`src/rtl/core/prefix_coded_lz_token_decoder_unit_macros.svh`:
```
// Assertion macros shared by the token decoder RTL.
`ifndef PREFIX_CODED_LZ_TOKEN_DECODER_UNIT_MACROS_SVH
`define PREFIX_CODED_LZ_TOKEN_DECODER_UNIT_MACROS_SVH

// Same-cycle implication, disabled during reset.
`define PLZD_ASSERT_NOW(label, clk, rst, ante, cons, msg) \
  label: assert property (@(posedge clk) disable iff (rst) (ante) |-> (cons)) \
    else $error(msg);

// Next-cycle implication, disabled during reset.
`define PLZD_ASSERT_NEXT(label, clk, rst, ante, cons, msg) \
  label: assert property (@(posedge clk) disable iff (rst) (ante) |=> (cons)) \
    else $error(msg);

`endif

```
`src/rtl/core/plzd_pkg.sv`:
```
// Types, codes and constants of the prefix-coded LZ token decoder.
package plzd_pkg;

  typedef enum logic [4:0] {
    PH_LEN_PREFIX  = 5'b00001,
    PH_LITERAL     = 5'b00010,
    PH_LEN_SUFFIX  = 5'b00100,
    PH_DIST_PREFIX = 5'b01000,
    PH_DIST_SUFFIX = 5'b10000
  } phase_t;

  localparam logic [3:0]  LEN_PREFIX_MAX  = 4'd7;
  localparam logic [3:0]  DIST_PREFIX_MAX = 4'd4;
  localparam logic [4:0]  DIST_SUFFIX_MIN = 5'd9;
  localparam logic [4:0]  LIT_BITS        = 5'd8;
  localparam logic [13:0] DIST_BASE_UNIT  = 14'd512;

  typedef struct packed {
    logic [15:0] bit_buffer;
    logic [4:0]  bits_held;
    phase_t      phase;
    logic [3:0]  prefix_count;
    logic [13:0] prefix_base;
    logic [8:0]  pending_length;
    logic        finished;
  } plzd_state_t;

  typedef struct packed {
    logic ge_start;    // byte count already at or past the size
    logic done_lit;    // a literal now would reach the size
    logic done_match;  // the pending match would reach the size
  } plzd_size_flags_t;

  typedef struct packed {
    logic        got;
    logic        is_match;
    logic [7:0]  literal_value;
    logic [8:0]  match_length;
    logic [13:0] match_distance;
    logic        done;
  } plzd_result_t;

  localparam plzd_state_t STATE_RESET = '{
    bit_buffer:     16'd0,
    bits_held:      5'd0,
    phase:          PH_LEN_PREFIX,
    prefix_count:   4'd0,
    prefix_base:    14'd0,
    pending_length: 9'd0,
    finished:       1'b0
  };

endpackage

```
`src/rtl/core/plzd_byte_parse.sv`:
```
// Bit-by-bit token parse of one compressed byte, most significant bit first.
module plzd_byte_parse import plzd_pkg::*; (
  input  plzd_state_t      cur,
  input  logic [7:0]       byte_in,
  input  plzd_size_flags_t flags,
  output plzd_state_t      nxt,
  output plzd_result_t     res
);

  function automatic plzd_state_t start_token(plzd_state_t s);
    plzd_state_t t;
    t = s;
    t.phase        = PH_LEN_PREFIX;
    t.prefix_count = 4'd0;
    t.prefix_base  = 14'd0;
    t.bit_buffer   = 16'd0;
    t.bits_held    = 5'd0;
    return t;
  endfunction

  always_comb begin
    plzd_state_t  s;
    plzd_result_t r;
    logic [7:0]   sr;
    logic         bit_v;
    s     = cur;
    r     = '0;
    sr    = byte_in;
    bit_v = 1'b0;
    for (int i = 0; i < 8; i++) begin
      bit_v = sr[7];
      sr    = {sr[6:0], 1'b0};
      if (!s.finished) begin
        unique case (s.phase)
          PH_LITERAL: begin
            s.bit_buffer = {s.bit_buffer[14:0], bit_v};
            s.bits_held  = s.bits_held + 5'd1;
            if (s.bits_held >= LIT_BITS && !r.got) begin
              r.got           = 1'b1;
              r.is_match      = 1'b0;
              r.literal_value = s.bit_buffer[7:0];
              r.done          = flags.done_lit;
              s.finished      = s.finished | flags.done_lit;
              s = start_token(s);
            end
          end
          PH_LEN_SUFFIX: begin
            s.bit_buffer = {s.bit_buffer[14:0], bit_v};
            s.bits_held  = s.bits_held + 5'd1;
            if (s.bits_held >= {1'b0, s.prefix_count}) begin
              s.pending_length = s.prefix_base[8:0] + s.bit_buffer[8:0] + 9'd2;
              s.phase          = PH_DIST_PREFIX;
              s.prefix_count   = 4'd0;
              s.prefix_base    = 14'd0;
              s.bit_buffer     = 16'd0;
              s.bits_held      = 5'd0;
            end
          end
          PH_DIST_PREFIX: begin
            if (bit_v) begin
              s.prefix_base  = s.prefix_base + (DIST_BASE_UNIT << s.prefix_count);
              s.prefix_count = s.prefix_count + 4'd1;
              if (s.prefix_count >= DIST_PREFIX_MAX) begin
                s.phase = PH_DIST_SUFFIX;
              end
            end else begin
              s.phase = PH_DIST_SUFFIX;
            end
            s.bit_buffer = 16'd0;
            s.bits_held  = 5'd0;
          end
          PH_DIST_SUFFIX: begin
            s.bit_buffer = {s.bit_buffer[14:0], bit_v};
            s.bits_held  = s.bits_held + 5'd1;
            if (s.bits_held >= DIST_SUFFIX_MIN + {1'b0, s.prefix_count} && !r.got) begin
              r.got            = 1'b1;
              r.is_match       = 1'b1;
              r.match_length   = s.pending_length;
              r.match_distance = s.prefix_base + s.bit_buffer[13:0] + 14'd1;
              r.done           = flags.done_match;
              s.finished       = s.finished | flags.done_match;
              s = start_token(s);
            end
          end
          default: begin
            // length prefix; a token boundary also checks the size
            if (s.prefix_count == 4'd0 && flags.ge_start) begin
              s.finished = 1'b1;
            end else begin
              s.bit_buffer = 16'd0;
              s.bits_held  = 5'd0;
              if (bit_v) begin
                s.prefix_base  = s.prefix_base + (14'd1 << s.prefix_count);
                s.prefix_count = s.prefix_count + 4'd1;
                s.phase = (s.prefix_count >= LEN_PREFIX_MAX) ? PH_LEN_SUFFIX
                                                             : PH_LEN_PREFIX;
              end else begin
                s.phase = (s.prefix_count == 4'd0) ? PH_LITERAL : PH_LEN_SUFFIX;
              end
            end
          end
        endcase
      end
    end
    nxt = s;
    res = r;
  end

endmodule

```
`src/rtl/core/prefix_coded_lz_token_decoder_unit.sv`:
```
// Top level of the prefix-coded LZ token decoder: byte input, token output.
// Takes one compressed byte per clock unless byte_stall holds it, and emits at
// most one literal or match token per byte. The input register holds the byte
// and the token register the token; the eight-step bit parse and the byte-count
// add and compare against orig_size sit combinationally between them.
// A byte flagged start_of_stream clears all parse state and the byte count
// before it is used; orig_size is kept. Once the count reaches orig_size the
// decoder drops every byte until the next start_of_stream.
`include "prefix_coded_lz_token_decoder_unit_macros.svh"

module prefix_coded_lz_token_decoder_unit import plzd_pkg::*; (
  input  logic        clk,
  input  logic        rst,
  input  logic        cfg_wr_en,
  input  logic [31:0] cfg_wr_data,
  input  logic        byte_valid,
  output logic        byte_stall,
  input  logic        start_of_stream,
  input  logic [7:0]  in_byte,
  output logic        token_valid,
  input  logic        token_stall,
  output logic        is_match,
  output logic [7:0]  literal_value,
  output logic [8:0]  match_length,
  output logic [13:0] match_distance,
  output logic        stream_done
);

  logic [31:0]      orig_size;
  logic             s1_valid;
  logic             s1_sos;
  logic [7:0]       s1_byte;
  plzd_state_t      st;
  plzd_state_t      st_cur;
  plzd_state_t      st_next;
  plzd_result_t     res;
  plzd_size_flags_t flags;
  logic [32:0]      bytes_out;
  logic [32:0]      bytes_out_cur;
  logic [32:0]      bytes_out_next;
  logic [32:0]      sum_lit;
  logic [32:0]      sum_match;
  logic             out_free;
  logic             s1_adv;

  assign out_free   = !token_valid || !token_stall;
  assign s1_adv     = s1_valid && out_free;
  assign byte_stall = s1_valid && !out_free;

  assign st_cur        = s1_sos ? STATE_RESET : st;
  assign bytes_out_cur = s1_sos ? 33'd0 : bytes_out;
  assign sum_lit       = bytes_out_cur + 33'd1;
  assign sum_match     = bytes_out_cur + {24'd0, st_cur.pending_length};

  assign flags.ge_start   = bytes_out_cur >= {1'b0, orig_size};
  assign flags.done_lit   = sum_lit >= {1'b0, orig_size};
  assign flags.done_match = sum_match >= {1'b0, orig_size};

  plzd_byte_parse u_parse (
    .cur     (st_cur),
    .byte_in (s1_byte),
    .flags   (flags),
    .nxt     (st_next),
    .res     (res)
  );

  always_comb begin
    if (res.got) begin
      bytes_out_next = res.is_match ? sum_match : sum_lit;
    end else begin
      bytes_out_next = bytes_out_cur;
    end
  end

  always_ff @(posedge clk) begin
    if (rst) begin
      orig_size   <= 32'd0;
      s1_valid    <= 1'b0;
      st          <= STATE_RESET;
      bytes_out   <= 33'd0;
      token_valid <= 1'b0;
    end else begin
      if (cfg_wr_en) begin
        orig_size <= cfg_wr_data;
      end
      if (!byte_stall) begin
        s1_valid <= byte_valid;
      end
      if (s1_adv) begin
        st          <= st_next;
        bytes_out   <= bytes_out_next;
        token_valid <= res.got;
      end else if (out_free) begin
        token_valid <= 1'b0;
      end
    end
  end

  // payload registers: load the byte on accept, the token when one completes
  always_ff @(posedge clk) begin
    if (byte_valid && !byte_stall) begin
      s1_sos  <= start_of_stream;
      s1_byte <= in_byte;
    end
    if (s1_adv && res.got) begin
      is_match       <= res.is_match;
      literal_value  <= res.literal_value;
      match_length   <= res.match_length;
      match_distance <= res.match_distance;
      stream_done    <= res.done;
    end
  end

  `PLZD_ASSERT_NOW(a_match_fields, clk, rst, token_valid && is_match, match_length >= 9'd3 && match_distance != 14'd0, "match token with bad length or distance")
  `PLZD_ASSERT_NEXT(a_done_sets_finished, clk, rst, s1_adv && res.got && res.done, st.finished, "size reached but decoder not finished")
  `PLZD_ASSERT_NEXT(a_no_token_after_finish, clk, rst, s1_adv && st.finished && !s1_sos, !token_valid, "token emitted after finish")
  `PLZD_ASSERT_NEXT(a_count_monotonic, clk, rst, s1_adv && !s1_sos, bytes_out >= $past(bytes_out), "byte count went backward")

endmodule

```
`config.mk`:
```
export PLATFORM = sky130hd
export DESIGN_NAME = prefix_coded_lz_token_decoder_unit
export DESIGN_NICKNAME = d
export VERILOG_FILES = /design/src/rtl/core/plzd_pkg.sv /design/src/rtl/core/plzd_byte_parse.sv /design/src/rtl/core/prefix_coded_lz_token_decoder_unit.sv
export VERILOG_INCLUDE_DIRS = /design/src /design/src/rtl/core
export SDC_FILE = /design/constraint.sdc
export NUM_CORES = 2
export LEC_CHECK = 0
export ABC_CLOCK_PERIOD_IN_PS = 24700
export BUFFER_PORTS_ARGS = -buffer_cell sky130_fd_sc_hd__buf_2
export CORE_MARGIN = 3
export CORE_UTILIZATION = 30
export DETAILED_ROUTE_END_ITERATION = 16
export PLACE_DENSITY = 0.46
export SETUP_SLACK_MARGIN = 0.05
export SLEW_MARGIN = 20
export SYNTH_ARGS = -nofsm -noshare
export SYNTH_HDL_FRONTEND = slang
export SYNTH_SLANG_ARGS = --single-unit
```
`constraint.sdc`:
```
create_clock -name clk -period 24.7 [get_ports clk]
set_clock_uncertainty 0.2 [all_clocks]
set_input_delay 3.705 -clock clk [delete_from_list [all_inputs] [get_ports clk]]
set_output_delay 3.705 -clock clk [all_outputs]
set_load 0.05 [all_outputs]
```
Yosys cells after proc, flatten, opt, wreduce, memory -nomap -nowiden:

Cells that the tools add are included.

* register bits after elaboration: 163
* input port bits: 46
* word-level logic and storage cells: 460

* add/subtract/negate cells: 74
* $lt $le $gt $ge: 43
* equal/unequal tests: 32
* shifts and indexed selects: 16
* muxes and demuxes: 206
* bitwise gates (word level): 16
* reductions and logical operators: 55

Operators by type and width (count)
* $pmux 44 s4: 8
* $mux 54: 25
* $mux 53: 8
* $mux 44: 8
* $add 14x14->14: 24
* $mux 18: 16
* $mux 34: 8
* $pmux 9 s3: 8
* $mux 24: 8
* $mux 23: 8
* $mux 5: 24
* $add 14x1->14 const B: 8
* $shl 1x4->14 const A: 8
* $shl 10x4->14 const A: 8
* $ge 33x32->1: 3
* $mux 33: 3
* $mux 10: 8
* $add 9x2->9 const B: 8
* $add 9x9->9: 8
* $ge 4x3->1 const B: 16
* $mux 8: 8
* $mux 3: 16
* $add 4x4->5 const A: 8
* $add 5x1->5 const B: 8
* other kinds (22): 187

Longest topological paths before layout:

* word-level depth: 58
* gate-level depth with buffers: 136

Cells and area by module:

From an unflattened synthesis, not the netlist that was laid out.

* cells, all modules: 5221
* area total of the unflattened synthesis: 38450.6 µm²

Modules (own cells, without submodules)
* plzd_byte_parse: instances 1, cells an instance 3941, area each 27792.9 µm², seq. area each 0.0 µm²
* prefix_coded_lz_token_decoder_unit: instances 1, cells an instance 1280, area each 10657.7 µm², seq. area each 3683.5 µm²

Worst setup path before layout:

OpenSTA, ideal clock, no wires.

* path kind: reg-to-reg
* start: register s1_sos
* end: register st[23] (netlist name)
* setup time: 0.136 ns
* arrival: 23.251 ns
* required time: 24.364 ns
* path slack: 1.113 ns
* cell stages (with the launch flop): 128
* path buffers: 14
* period minus slack after synthesis: 23.587 ns
* cells stage by stage: edfxtp_1 buf_4 buf_4 clkbuf_1 clkbuf_1 clkbuf_1 clkbuf_1 clkbuf_1 clkbuf_1 clkbuf_1 clkbuf_1 nor2b_1 ha_1 fa_1 a21oi_1 o22ai_1 o41a_1 o21ai_1 (+92 left out) a21o_1 a21o_1 a21o_1 a21oi_1 o21bai_1 a21oi_1 nor2b_1 o21a_1 o21ai_0 nand2b_1 a21oi_1 nor2b_1 o21ai_0 nand2b_1 a31o_2 and3_1 a2111oi_0 a211oi_1

* longest elaborated chain between the ends: 48

Ends and longest elaborated chain
* start, declared: line prefix_coded_lz_token_decoder_unit.sv:31 `logic s1_sos;`
* start signal, assigned: line prefix_coded_lz_token_decoder_unit.sv:102 `s1_sos <= start_of_stream;`
* branches (longest 47 deep; another with $add 5x1->5)
* $mux 54 *: line plzd_byte_parse.sv:33 `if (!s.finished) begin`
* end signal, assigned: line prefix_coded_lz_token_decoder_unit.sv:90 `st <= st_next;`
* end, declared: line prefix_coded_lz_token_decoder_unit.sv:33 `plzd_state_t st;`

Every way passes the cells marked *.
A chain may end at the register's enable or synchronous reset.

==> metrics.csv <==
stage;metric;value;unit
outcome;outcome;finished, final reports clean;
critical_path;worst_ep_required_time;24.71;ns
timing;post-route-period-util;94.1;%
final_layout;fin_cells;6962;
cts;clock_tree_from_tritoncts;yes;
critical_path;reg2reg_setup_slack;1.45;ns
hold_path;timing.hold.worst.start;st[7];
critical_path;rr_startpoint;s1_sos;
hold_path;holdPathStages;2;
global_route;number_of_global_route_vias_before_repair;39200;
run;timing.max_cap.violations;0;
synthesis;synthMostInstantiatedCell;ha_1;
place;portBuffers;80;
global_route;first_pass_grt_wire_length;280000;µm
critical_path;timing_worst_setup_path_type;reg2reg;
cts;number_of_sinks_driven_by_the_clock_tree;160;
timing;finalSetupTns;0;ns
route;wirelength;198000;µm
place;placed_cells;6902;
route;routed-via-count;42000;
die;die_width;363;µm
route;detailroute.wirelength.met2;84600;µm
timing;achievable-frequency;43.0;MHz
route;antenna_left;0;
global_route;number_of_antenna_violations_at_the_first_check_in_global_routing;7;
critical_path;cp_data_arrival_time;23.25;ns
hold_path;hold_path_end;st[7];
cts;cts-buffers-inserted;17;
global_route;grt-ovfl-total;0;
cts;cts_max_path_buffers;2;
final_layout;syn_to_final_growth;11.1;%
hold_path;hold_path.class;reg2reg;
synthesis;synth.lib_cells_used.distinct;131;
die;starting_density;30.3;%
die;die_height;363;µm
synthesis;synth_top_cell_area_share;17.8;%
synthesis;avgSynthCellArea;7.37;µm²
route;drt_iter0_drc;4716;
timing;drv_slew;0;
synthesis;yosys-top-cells-area;ha_1, dfxtp_1, a21oi_1;
synthesis;synth-main-ff-cell;dfxtp_1;
synthesis;synthTopCellsByCount;ha_1, nor2_1, inv_1;
die;coreArea;126000;µm²
die;rows;130;
critical_path;crit_path_end_kind;flop;
synthesis;yosysSeqAreaShare;9.49;%
synthesis;count_of_flip_flops_with_a_built_in_enable_after_synthesis;42;
place;hpwl;162000;µm
critical_path;top_fanout_value_on_the_critical_path;27;
critical_path;worst_path_max_delay_cell;o21ai_0;
global_route;grt.total_usage;29.0;%
synthesis;yosys_register_bits;160;
final_layout;post_route_cells_drive_above_1_share;10.4;%
timing;max_transition_margin;26.1;%
route;viasPerCell;6.03;
place;gp_congestion;1.02;
die;floorplan.io_pins;81;
timing;tightestPinTransition;1.10;ns
synthesis;syn-cell-area;38200;µm²
cts;ctsRootBufferMaster;clkbuf_16;
place;post_dp_cell_area;41400;µm²
synthesis;yosys_warnings;0;
synthesis;syn-num-nets;5853;
route;route.met3.wl;17200;µm
critical_path;critPathLaunchType;flop;
timing;layout_min_cycle_time;23.25;ns
critical_path;r2r_cells;107;
critical_path;critical-path-max-stage-delay;0.64;ns
synthesis;netlist.top_cell.by_area;ha_1;
route;detail_route.wirelength.met1;87500;µm
final_layout;nets;5968;
route;routed_len_inst;28.4;µm
global_route;pin_count_of_the_biggest_net_entering_global_routing;71;
cts;clkLatencyLatePin;0.54;ns
route;dr.pass1.iters;6;
cts;htreeDepth;4;
synthesis;async_sr_flop_fraction;0;%
timing;grt_setup_unrepaired;no;
synthesis;gate_count_post_synth;5182;
final_layout;postLayoutCellArea;42400;µm²
timing;finalHoldViolCount;0;
die;die_area;132000;µm²
route;route.detailed.drc;0;
final_layout;final_util;33.7;%
cts;number_of_hold_buffers_added_after_cts;0;
critical_path;crit_path_frequent_cell;ha_1;
critical_path;worst_r2r_endpoint;match_distance[13];
timing;setup_viol;0;
cts;path_clk_slew;0.08;ns
route;highest_layer;met5;
[critical path, delay by kind of cell, from the launching register on]
kind,cells,cell delay (ns)
AOI/OAI and AO/OA,42,9.43
buffers and inverters,15,2.04
xor gates and xnor gates,5,1.38
and+or+nand+nor,31,5.57
adders and majority gates,14,3.89
DFF,1,0.43
[stage by stage]
| stage | setup slack, ns | hold slack [ns] |
|---|---|---|
| 3_3_place_gp | 0.563 | 0.239 |
| 6_report | 1.45 | 0.253 |
| 5_1_grt | 0.00229 | 0.292 |
| 4_1_cts | 0.166 | 0.252 |
| 3_5_place_dp | 0.00919 | 0.241 |
| 2_1_floorplan | 1.11 | 0.227 |
[placed cells by master (no fill, tap or decap), drive strengths merged, types with 42 or more instances in the layout]
cell type	count
ha	544
nor2	451
inv	440
a21oi	402
nand2	382
o21ai	340
buf	311
xnor2	225
a21o	134
xor2	131
nand3	129
dfxtp	118
nor3	104
a31oi	103
nor2b	101
and3	99
mux2i	89
fa	81
nand2b	81
and2	78
o21bai	76
nand4	55
a211oi	52
a22o	46
o31ai	43
edfxtp	42
o22ai	42
o221ai	42
[sequential cells by signal, summed over array words and instances (netlist names)]
signal          flops
s1_valid            1
s1_sos              1
bytes_out          33
match_length        9
orig_size          32
literal_value       8
match_distance     14
is_match            1
s1_byte             8
st                 51
stream_done         1
token_valid         1
[kinds of logic after synthesis]
family / share of synthesized area, %
muxes: 3.01
DFF: 9.49
adders and majority gates: 22.1
xor gates and xnor gates: 8.21
buffers and inverters: 6.67
AOI/OAI and AO/OA: 29.5
and+or+nand+nor: 21.0
[cell type report]
cell class / instances / area, µm²
well taps: 1650 / 2060
diodes: 2 / 5.00
flip-flops and latches: 160 / 3620
clock buffers: 18 / 429
fillers: 13800 / 83500
repair buffers: 312 / 2190
multi-input cells: 4370 / 32300
inverters: 436 / 1640
clock inverters: 14 / 145
[how the worst max path moves through the flow]
stage / start / to / slack [ns] / depth (start not counted)
detailed placement: s1_sos / st[23] / 0.009 / 116
finish: s1_sos / match_distance[13] / 1.45 / 107
global placement: s1_sos / st[23] / 0.56 / 116
floorplan: s1_sos / st[23] / 1.11 / 127
CTS: s1_sos / st[23] / 0.17 / 119
global route: s1_sos / st[23] / 0.002 / 122
[timing repair]
item	CTS	global route
pin swaps	0	10
resized for setup	3	65
setup buffers	0	25
endpoints found under the setup margin	1	142
cloned	0	1
[layer usage]
| metal | track usage, % | vias up |
|---|---|---|
| met5 | 0 | - |
| met4 | 10.6 | 2 |
| met3 | 5.30 | 359 |
| met2 | 44.6 | 2026 |
| met1 | 40.1 | 20400 |
| li1 | - | 19100 |
Power is left out: the tool's default activity adds up to more than one toggle a clock period on the data nets, which glitch-free logic cannot reach.
